## src/rtl/rrl_pkg.sv

```systemverilog
// Shared constants and types for the round-robin run list.
package rrl_pkg;

    localparam int MAX_ENTRIES = 16;
    localparam int IDX_W       = (MAX_ENTRIES > 1) ? $clog2(MAX_ENTRIES) : 1;
    localparam int CNT_W       = $clog2(MAX_ENTRIES + 1);
    localparam int ID_W        = 15;
    localparam int OP_W        = 2;
    localparam int STAT_W      = 2;
    localparam int ECNT_W      = 5;

    localparam logic [OP_W-1:0] OP_ADD    = 2'd0;
    localparam logic [OP_W-1:0] OP_REMOVE = 2'd1;
    localparam logic [OP_W-1:0] OP_PICK   = 2'd2;

    localparam logic [STAT_W-1:0] STAT_OK      = 2'd0;
    localparam logic [STAT_W-1:0] STAT_FULL    = 2'd1;
    localparam logic [STAT_W-1:0] STAT_MISSING = 2'd2;

    typedef enum logic [2:0] {
        ST_IDLE,
        ST_SCAN,
        ST_SHIFT,
        ST_PICK,
        ST_DONE
    } rrl_state_t;

endpackage

```

## src/rtl/round_robin_run_list.sv

```systemverilog
// Round-robin run list: ordered process id list with add, remove and pick-next.
//
// channel  dir  fields (tdata, low bit up)
// s_*      in   op[1:0], proc_id[16:2], zero fill [23:17]
// m_*      out  next_id[14:0], status[16:15], entry_count[21:17], zero fill [23:22]
//
// add, unused op and pick on an empty list go straight to the result; pick from idle
// reads entry 0; remove scans for the id, pick after a running id scans then reads the next;
// one read port walks the list one entry a cycle, remove then shifts one a cycle.
// Reset clears the count; the id store holds no reset value.
// s_tready is high only between items; a word held on m_* does not block the
// next accept, only the loading of the next result.
module round_robin_run_list
    import rrl_pkg::*;
(
    input  logic        clk,
    input  logic        rst_n,
    input  logic        s_tvalid,
    output logic        s_tready,
    input  logic [23:0] s_tdata,   // op[1:0], proc_id[16:2]
    output logic        m_tvalid,
    input  logic        m_tready,
    output logic [23:0] m_tdata    // next_id[14:0], status[16:15], entry_count[21:17]
);

    localparam logic [CNT_W-1:0] MAX_CNT = CNT_W'(MAX_ENTRIES);

    rrl_state_t         state_reg, state_next;
    logic [OP_W-1:0]    op_reg, op_next;
    logic [ID_W-1:0]    id_reg, id_next;
    logic [CNT_W-1:0]   idx_reg, idx_next;
    logic [CNT_W-1:0]   count_reg, count_next;
    logic [ID_W-1:0]    res_id_reg, res_id_next;
    logic [STAT_W-1:0]  res_stat_reg, res_stat_next;
    logic               out_valid_reg, out_valid_next;
    logic [ID_W-1:0]    out_id_reg, out_id_next;
    logic [STAT_W-1:0]  out_stat_reg, out_stat_next;
    logic [ECNT_W-1:0]  out_cnt_reg, out_cnt_next;

    logic [ID_W-1:0]    run_ids_reg [MAX_ENTRIES];
    logic               wr_en;
    logic [IDX_W-1:0]   wr_addr;
    logic [ID_W-1:0]    wr_data;
    logic [IDX_W-1:0]   rd_addr;
    logic [ID_W-1:0]    rd_data;
    logic [CNT_W-1:0]   idx_plus;
    logic               s_fire;
    logic [OP_W-1:0]    in_op;
    logic [ID_W-1:0]    in_id;

    assign in_op    = s_tdata[1:0];
    assign in_id    = s_tdata[16:2];
    assign s_tready = (state_reg == ST_IDLE);
    assign s_fire   = s_tvalid && s_tready;
    assign idx_plus = idx_reg + 1'b1;
    assign rd_addr  = (state_reg == ST_SHIFT) ? idx_plus[IDX_W-1:0] : idx_reg[IDX_W-1:0];
    assign rd_data  = run_ids_reg[rd_addr];

    assign m_tvalid = out_valid_reg;
    assign m_tdata  = {2'b00, out_cnt_reg, out_stat_reg, out_id_reg};

    always_ff @(posedge clk)
    begin
        if (wr_en)
        begin
            run_ids_reg[wr_addr] <= wr_data;
        end
    end

    always_ff @(posedge clk or negedge rst_n)
    begin
        if (!rst_n)
        begin
            state_reg     <= ST_IDLE;
            count_reg     <= '0;
            out_valid_reg <= 1'b0;
        end
        else
        begin
            state_reg     <= state_next;
            count_reg     <= count_next;
            out_valid_reg <= out_valid_next;
        end
    end

    always_ff @(posedge clk)
    begin
        op_reg       <= op_next;
        id_reg       <= id_next;
        idx_reg      <= idx_next;
        res_id_reg   <= res_id_next;
        res_stat_reg <= res_stat_next;
        out_id_reg   <= out_id_next;
        out_stat_reg <= out_stat_next;
        out_cnt_reg  <= out_cnt_next;
    end

    always_comb
    begin
        state_next     = state_reg;
        op_next        = op_reg;
        id_next        = id_reg;
        idx_next       = idx_reg;
        count_next     = count_reg;
        res_id_next    = res_id_reg;
        res_stat_next  = res_stat_reg;
        out_valid_next = out_valid_reg;
        out_id_next    = out_id_reg;
        out_stat_next  = out_stat_reg;
        out_cnt_next   = out_cnt_reg;
        wr_en          = 1'b0;
        wr_addr        = idx_reg[IDX_W-1:0];
        wr_data        = rd_data;

        if (out_valid_reg && m_tready)
        begin
            out_valid_next = 1'b0;
        end

        unique case (state_reg)
            ST_IDLE:
            begin
                if (s_fire)
                begin
                    op_next       = in_op;
                    id_next       = in_id;
                    idx_next      = '0;
                    res_id_next   = '0;
                    res_stat_next = STAT_OK;
                    state_next    = ST_DONE;
                    case (in_op)
                        OP_ADD:
                        begin
                            if (count_reg >= MAX_CNT)
                            begin
                                res_stat_next = STAT_FULL;
                            end
                            else
                            begin
                                wr_en      = 1'b1;
                                wr_addr    = count_reg[IDX_W-1:0];
                                wr_data    = in_id;
                                count_next = count_reg + 1'b1;
                            end
                        end
                        OP_REMOVE:
                        begin
                            state_next = ST_SCAN;
                        end
                        OP_PICK:
                        begin
                            if (count_reg == '0)
                            begin
                                state_next = ST_DONE;
                            end
                            else if (in_id == '0)
                            begin
                                state_next = ST_PICK;
                            end
                            else
                            begin
                                state_next = ST_SCAN;
                            end
                        end
                        default:
                        begin
                            state_next = ST_DONE;
                        end
                    endcase
                end
            end
            ST_SCAN:
            begin
                if (idx_reg == count_reg)
                begin
                    if (op_reg == OP_REMOVE)
                    begin
                        res_stat_next = STAT_MISSING;
                        state_next    = ST_DONE;
                    end
                    else
                    begin
                        idx_next   = '0;
                        state_next = ST_PICK;
                    end
                end
                else if (rd_data == id_reg)
                begin
                    if (op_reg == OP_REMOVE)
                    begin
                        state_next = ST_SHIFT;
                    end
                    else
                    begin
                        idx_next   = (idx_plus < count_reg) ? idx_plus : '0;
                        state_next = ST_PICK;
                    end
                end
                else
                begin
                    idx_next = idx_plus;
                end
            end
            ST_SHIFT:
            begin
                if (idx_plus < count_reg)
                begin
                    wr_en    = 1'b1;
                    idx_next = idx_plus;
                end
                else
                begin
                    count_next = count_reg - 1'b1;
                    state_next = ST_DONE;
                end
            end
            ST_PICK:
            begin
                res_id_next = rd_data;
                state_next  = ST_DONE;
            end
            ST_DONE:
            begin
                if (!out_valid_reg || m_tready)
                begin
                    out_valid_next = 1'b1;
                    out_id_next    = res_id_reg;
                    out_stat_next  = res_stat_reg;
                    out_cnt_next   = ECNT_W'(count_reg);
                    state_next     = ST_IDLE;
                end
            end
            default:
            begin
                state_next = ST_IDLE;
            end
        endcase
    end

    a_count_bound: assert property (@(posedge clk) disable iff (!rst_n)
        count_reg <= MAX_CNT)
        else $error("run list count above capacity");

    a_add_grows: assert property (@(posedge clk) disable iff (!rst_n)
        (s_fire && in_op == OP_ADD && count_reg < MAX_CNT)
        |=> count_reg == $past(count_reg) + 1'b1)
        else $error("add did not grow the list");

    a_full_count: assert property (@(posedge clk) disable iff (!rst_n)
        (out_valid_reg && out_stat_reg == STAT_FULL) |-> out_cnt_reg == ECNT_W'(MAX_CNT))
        else $error("full status with list not full");

    a_shift_in_range: assert property (@(posedge clk) disable iff (!rst_n)
        (state_reg == ST_SHIFT) |-> idx_reg < count_reg)
        else $error("shift index outside the list");

endmodule

```

## config.mk

```make
export PLATFORM = sky130hd
export DESIGN_NAME = round_robin_run_list
export DESIGN_NICKNAME = d
export VERILOG_FILES = /design/src/rtl/rrl_pkg.sv /design/src/rtl/round_robin_run_list.sv
export SDC_FILE = /design/constraint.sdc
export NUM_CORES = 1
export LEC_CHECK = 0
export BUFFER_PORTS_ARGS = -buffer_cell sky130_fd_sc_hd__clkbuf_2
export CORE_AREA = 2 2 183 149
export DETAILED_ROUTE_END_ITERATION = 10
export DIE_AREA = 0 0 185 151
export PLACE_DENSITY = 0.73
export SLEW_MARGIN = 5
export SYNTH_ARGS = -nofsm -noshare
export SYNTH_HDL_FRONTEND = slang
export SYNTH_SLANG_ARGS = --single-unit
export TNS_END_PERCENT = 50
```

## constraint.sdc

```tcl
create_clock -name clk -period 10.1 [get_ports clk]
set_clock_uncertainty 0.15 [all_clocks]
set_input_delay 2.02 -clock clk [delete_from_list [all_inputs] [get_ports clk]]
set_output_delay 2.02 -clock clk [all_outputs]
set_load 0.005 [all_outputs]
```

## Word-level counts from Yosys, hierarchy flattened

Memory sizes are Yosys's and may differ from the RTL's.
Cells that the tools add are included.

- Memories kept: 1
- Logic and storage cells: 107
- Register bits after elaboration: 70
- Memory bits (writable): 240

- Mux-type cells: 51
- $lt $le $gt $ge: 2
- Reductions and logical operators: 19
- $add $sub $neg: 3
- Equal/unequal tests: 20

Memories:

| name | words | bits a word | rd ports | clocked after Yosys merged registers in | wr ports | line | text |
|---|---|---|---|---|---|---|---|
| run_ids_reg | 16 | 15 | 1 | 0 | 1 | round_robin_run_list.sv:40 | `logic [ID_W-1:0] run_ids_reg [MAX_ENTRIES];` |

Operators with widths:

| kind | count |
|---|---|
| 2-to-1 mux 15 bit | 5 |
| 2-to-1 mux 5 bit | 11 |
| case mux 15 bit (2 select lines) | 1 |
| 2-to-1 mux 3 bit | 7 |
| 2-to-1 mux 4 bit | 5 |
| == test 15 bit | 1 |
| zero test 15 bit | 1 |
| case mux 3 bit (5 select lines) | 1 |
| case mux 5 bit (3 select lines) | 1 |
| 2-to-1 mux 1 bit | 12 |
| adder 5 x 1 -> 5 bit (second input constant) | 2 |
| != test 2 bit (second input constant) | 5 |
| case mux 5 bit (2 select lines) | 1 |
| AND reduction 5 bit | 2 |
| != test 3 bit (second input constant) | 3 |
| 2-to-1 mux 2 bit | 4 |
| AND reduction 4 bit | 2 |
| == test 3 x 2 -> 1 bit (second input constant) | 2 |
| != test 2 x 1 -> 1 bit (second input constant) | 3 |
| case mux 3 bit (2 select lines) | 1 |
| AND reduction 2 bit | 3 |
| nonzero test 2 bit | 3 |
| == test 5 bit | 1 |
| >= comparator 5 bit (second input constant) | 1 |
| other kinds (15) | 17 |

## Longest topological paths before layout

- Depth after elaboration: 7
- Depth in mapped cells: 14

## Worst setup path after synthesis

OpenSTA, ideal clock, no wires.

- Kind: in2reg
- From: input s_tvalid
- To: memory run_ids_reg[5][0], enable pin
- Required time: 9.564 ns
- Stages: 7
- Setup slack: 5.657 ns
- Arrival: 3.906 ns
- Path buffers: 1
- Library setup time: 0.386 ns
- Cell sequence: nand2_1 > inv_1 > nand3_1 > clkbuf_1 > o22ai_1 > nand2_1 > nor2_1

- Longest elaborated chain between the ends: 5

Ends and longest elaborated chain:

| element | line | text |
|---|---|---|
| start, declared | round_robin_run_list.sv:18 | `input logic s_tvalid,` |
| logical AND 1 bit * | round_robin_run_list.sv:54 | `assign s_fire = s_tvalid && s_tready;` |
| 2-to-1 mux 1 bit | round_robin_run_list.sv:123 | `if (s_fire)` |
| case mux 1 bit (2 select lines) | round_robin_run_list.sv:120 | `unique case (state_reg)` |
| 2-to-1 mux 1 bit | round_robin_run_list.sv:64 | `if (wr_en)` |
| 2-to-1 mux 1 bit (not written as such) | round_robin_run_list.sv:66 | `run_ids_reg[wr_addr] <= wr_data;` |
| end, declared | round_robin_run_list.sv:40 |  |

Mark *: on every way between the ends. The rest lies on a longest branch, timed or not.

## Final worst setup path

- From: register idx_reg[1]
- To: register idx_reg[0], enable pin

- Longest elaborated chain between the ends: 6

Ends and longest elaborated chain:

| element | line | text |
|---|---|---|
| start, declared | round_robin_run_list.sv:31 | `logic [CNT_W-1:0] idx_reg, idx_next;` |
| start signal, assigned | round_robin_run_list.sv:90 | `idx_reg <= idx_next;` |
| adder 5 x 1 -> 5 bit | round_robin_run_list.sv:55 | `assign idx_plus = idx_reg + 1'b1;` |
| 2-to-1 mux 4 bit | round_robin_run_list.sv:56 | `assign rd_addr = (state_reg == ST_SHIFT) ? idx_plus[IDX_W-1:0] : idx_reg[IDX_W-1:0];` |
| memory read (16 x 15 bit) | n/a |  |
| == test 15 bit | round_robin_run_list.sv:187 | `else if (rd_data == id_reg)` |
| != test 3 bit (no source line) | n/a |  |
| AND reduction 5 bit (no source line) * | n/a |  |

Marks and branches as above.
A chain may end at the register's enable or synchronous reset.

==> results_dict.tcl <==
set metrics [dict create \
    status "complete, no violations" \
    p_total_mw 5.35 \
    cts_buffer_depth 3 \
    rsz0062_at_grt "no" \
    drt_iter0_drc 1442 \
    die_x_um 185 \
    cp_slowest_cell "nor4_1" \
    yosysMostFrequentCell "edfxtp_1" \
    grt_pass1_wl_um 58000 \
    tightest_slew_ps 1290 \
    synth_edf_count 301 \
    irDropWorstVdd_mv 0.212 \
    die-height_um 151 \
    p_leak_nw 5.37 \
    drc 0 \
    clock_latency_ps 560 \
    synthesis.area_um2 14500 \
    grt-ovfl-total 0 \
    cp-start-kind "flip-flop" \
    hold_viol 0 \
    avgSynthCellArea_um2 14.4 \
    dieArea_um2 27900 \
    io_pins 54 \
    num_antenna_cells 0 \
    slew_headroom_pct 14.1 \
    ant_nets 0 \
    gp_congestion 0.881 \
    synth_cell_type_count 72 \
    hold_ws_ps 264 \
    max_freq_ghz 0.178 \
    synth_area_leaders "edfxtp_1 62%, mux4_2 5.3%, mux2i_1 4.9%" \
    cp.arrival_ps 5710 \
    drive_above_1_share_pct 20.4 \
    yosys-top-cells-count "301 x edfxtp_1, 71 x mux2i_1, 71 x nor2_1" \
    clkSinkCount 310 \
    initial_core_util_pct 55.7 \
    cts_setup_buffers 0 \
    synth.largest_area_cell "edfxtp_1" \
    ys_warn_count 0 \
    post_drt_wl_per_cell_um 27.3 \
    firstDrtPassIters 5 \
    yosysSeqAreaShare_pct 63.9 \
    cp.required_ps 10190 \
    h-tree-depth 1 \
    cap_viol_max_count 0 \
    ys_ff_latch 310 \
    crit_chain "buf_4, ha_4, buf_4, nor4bb_1, buf_4, a22oi_1, nor2_1, nor4_1, nor4_1, xor2_1, nand2_1, nor4_4, o21ai_1" \
    num_rows 53 \
    cp_slowest_stage_delay_ps 910 \
    endpoint_kind "flip-flop" \
    postSynthCellCount 1005 \
    setup_violations 0 \
    viasPerCell 6.87 \
    largest_reg_flops 240 \
    hold_buffers 0 \
    hp-class "flip-flop to flip-flop" \
    critPathKind "flip-flop to flip-flop" \
    wirelength_um 39000 \
    coreArea_um2 26000 \
    path_clk_slew_ps 60 \
    cpMostUsedCell "buf_4" \
    cts_tree "done" \
    synthFlopType "edfxtp_1" \
    async_reset_ff_share_pct 2.90 \
    nets 1088 \
    dp_hpwl_um 24300 \
    period_share_pct 55.6 \
    antenna_found_initial 0 \
    yosysTopAreaCellShare_pct 62.4 \
    fillers 1919 \
    cts_resized 0 \
    io_buffers 44 \
    grtUsageTotal_pct 28.3 \
    via_count 9814 \
    power_density_nw_per_um2 333 \
    drv_slew 0 \
    cts_buffers 29 \
    clockRootBuffer "clkbuf_16" \
    cp_max_fo 42 \
    period_minus_slack_ps 5610 \
    grt_pass1_vias 9483 \
    syn_to_final_growth_pct 10.7 \
    grt_max_degree 70 \
    final.setup.tns_ps 0 \
]
## layer usage
metal	up-vias	track usage, %	wire length [um]	share of wire [%]
met1	4936	41.1	15500	40
met3	98	6.47	4910	13
met5	-	0	0	0
li1	4129	-	-	-
met4	0	8.77	1240	3.2
met2	651	43.0	17300	44
## cell usage in the layout (no fill, tap or decap), types with 7 or more instances in the layout
cell type / Yosys / final
edfxtp_1: 301 / 301
mux2i_1: 71 / 71
o22a_1: 9 / 9
inv_1: 14 / 14
a31oi_1: 9 / 9
nor2_1: 71 / 63
buf_4: 2 / 31
o221ai_1: 25 / 25
nor4_1: 14 / 14
nor3_1: 21 / 21
a211oi_1: 9 / 9
nor2_2: 0 / 8
nand2b_1: 7 / 7
nand2_1: 59 / 59
and3_1: 10 / 10
dfrtp_1: 9 / 9
ha_1: 10 / 9
nand3_1: 8 / 8
xor2_1: 8 / 8
clkbuf_1: 26 / 8
a21oi_1: 36 / 34
mux4_2: 34 / 34
clkinv_1: 1 / 8
clkbuf_16: 0 / 29
a32oi_1: 7 / 7
o22ai_1: 50 / 50
mux2_2: 42 / 42
o21ai_0: 12 / 12
or3_1: 15 / 15
clkbuf_2: 0 / 44
## where the power goes
part / switching, mW / internal (mW) / total (mW) / leakage [nW]
registers: 0.0861 / 1.95 / 2.04 / 2.84
logic: 1.49 / 0.771 / 2.27 / 2.09
clock network: 0.464 / 0.581 / 1.04 / 0.437
## layout make-up
class	instances	area (um^2)	share of cell area, %
multi-input combinational	619	4930	30.7
clock buffer	41	811	5.05
sequential	310	9260	57.7
clock inverter	12	80.1	0.499
timing repair buffer	75	453	2.82
inverter	15	56.3	0.351
tap	357	447	2.78
## cells by family after synthesis
logic type,count (synthesis),share of synthesized area [%]
xor gates and xnor gates,14,0.846
muxes,147,13.5
adders and majority gates,10,0.863
DFF,310,63.9
AOI/OAI and AO/OA,198,9.63
and+or+nand+nor,248,8.89
buffers and inverters,77,2.37
other,1,0.0259
## worst paths after layout
path / startpoint / to / slack (ps) / cells past startpoint
setup / recovery: idx_reg[1] / idx_reg[0] / 4490 / 13
hold / removal: res_id_reg[1] / out_id_reg[1] / 260 / 0
setup reg to reg: idx_reg[1] / idx_reg[0] / 4490 / 13
hold reg to reg: res_id_reg[1] / out_id_reg[1] / 260 / 0
max in group asynchronous: rst_n / count_reg[1] / 8420 / 1
min in group asynchronous: rst_n / m_tvalid / 1170 / 1
## per-stage QoR
| stage | utilization (%) | instance area (um^2) | std cells | worst slack [ps] |
|---|---|---|---|---|
| global placement | 58.3 | 15100 | 1376 | 4640 |
| detailed placement | 58.3 | 15100 | 1376 | 4500 |
| global route | 61.7 | 16000 | 1429 | 4210 |
| finish | 61.7 | 16000 | 1429 | 4490 |
| floorplan | - | 14500 | 1006 | 5660 |
| CTS | 61.7 | 16000 | 1429 | 4500 |
## worst max-delay path: cells and delay by family (launching register included)
family | cells | cell delay (ps)
buf+inv | 3 | 1360
flops | 1 | 330
simple gates | 6 | 2210
xor+xnor | 1 | 220
fa+ha+maj | 1 | 510
compound gates | 2 | 490
Note: power is estimated with default switching activity, not from simulation.
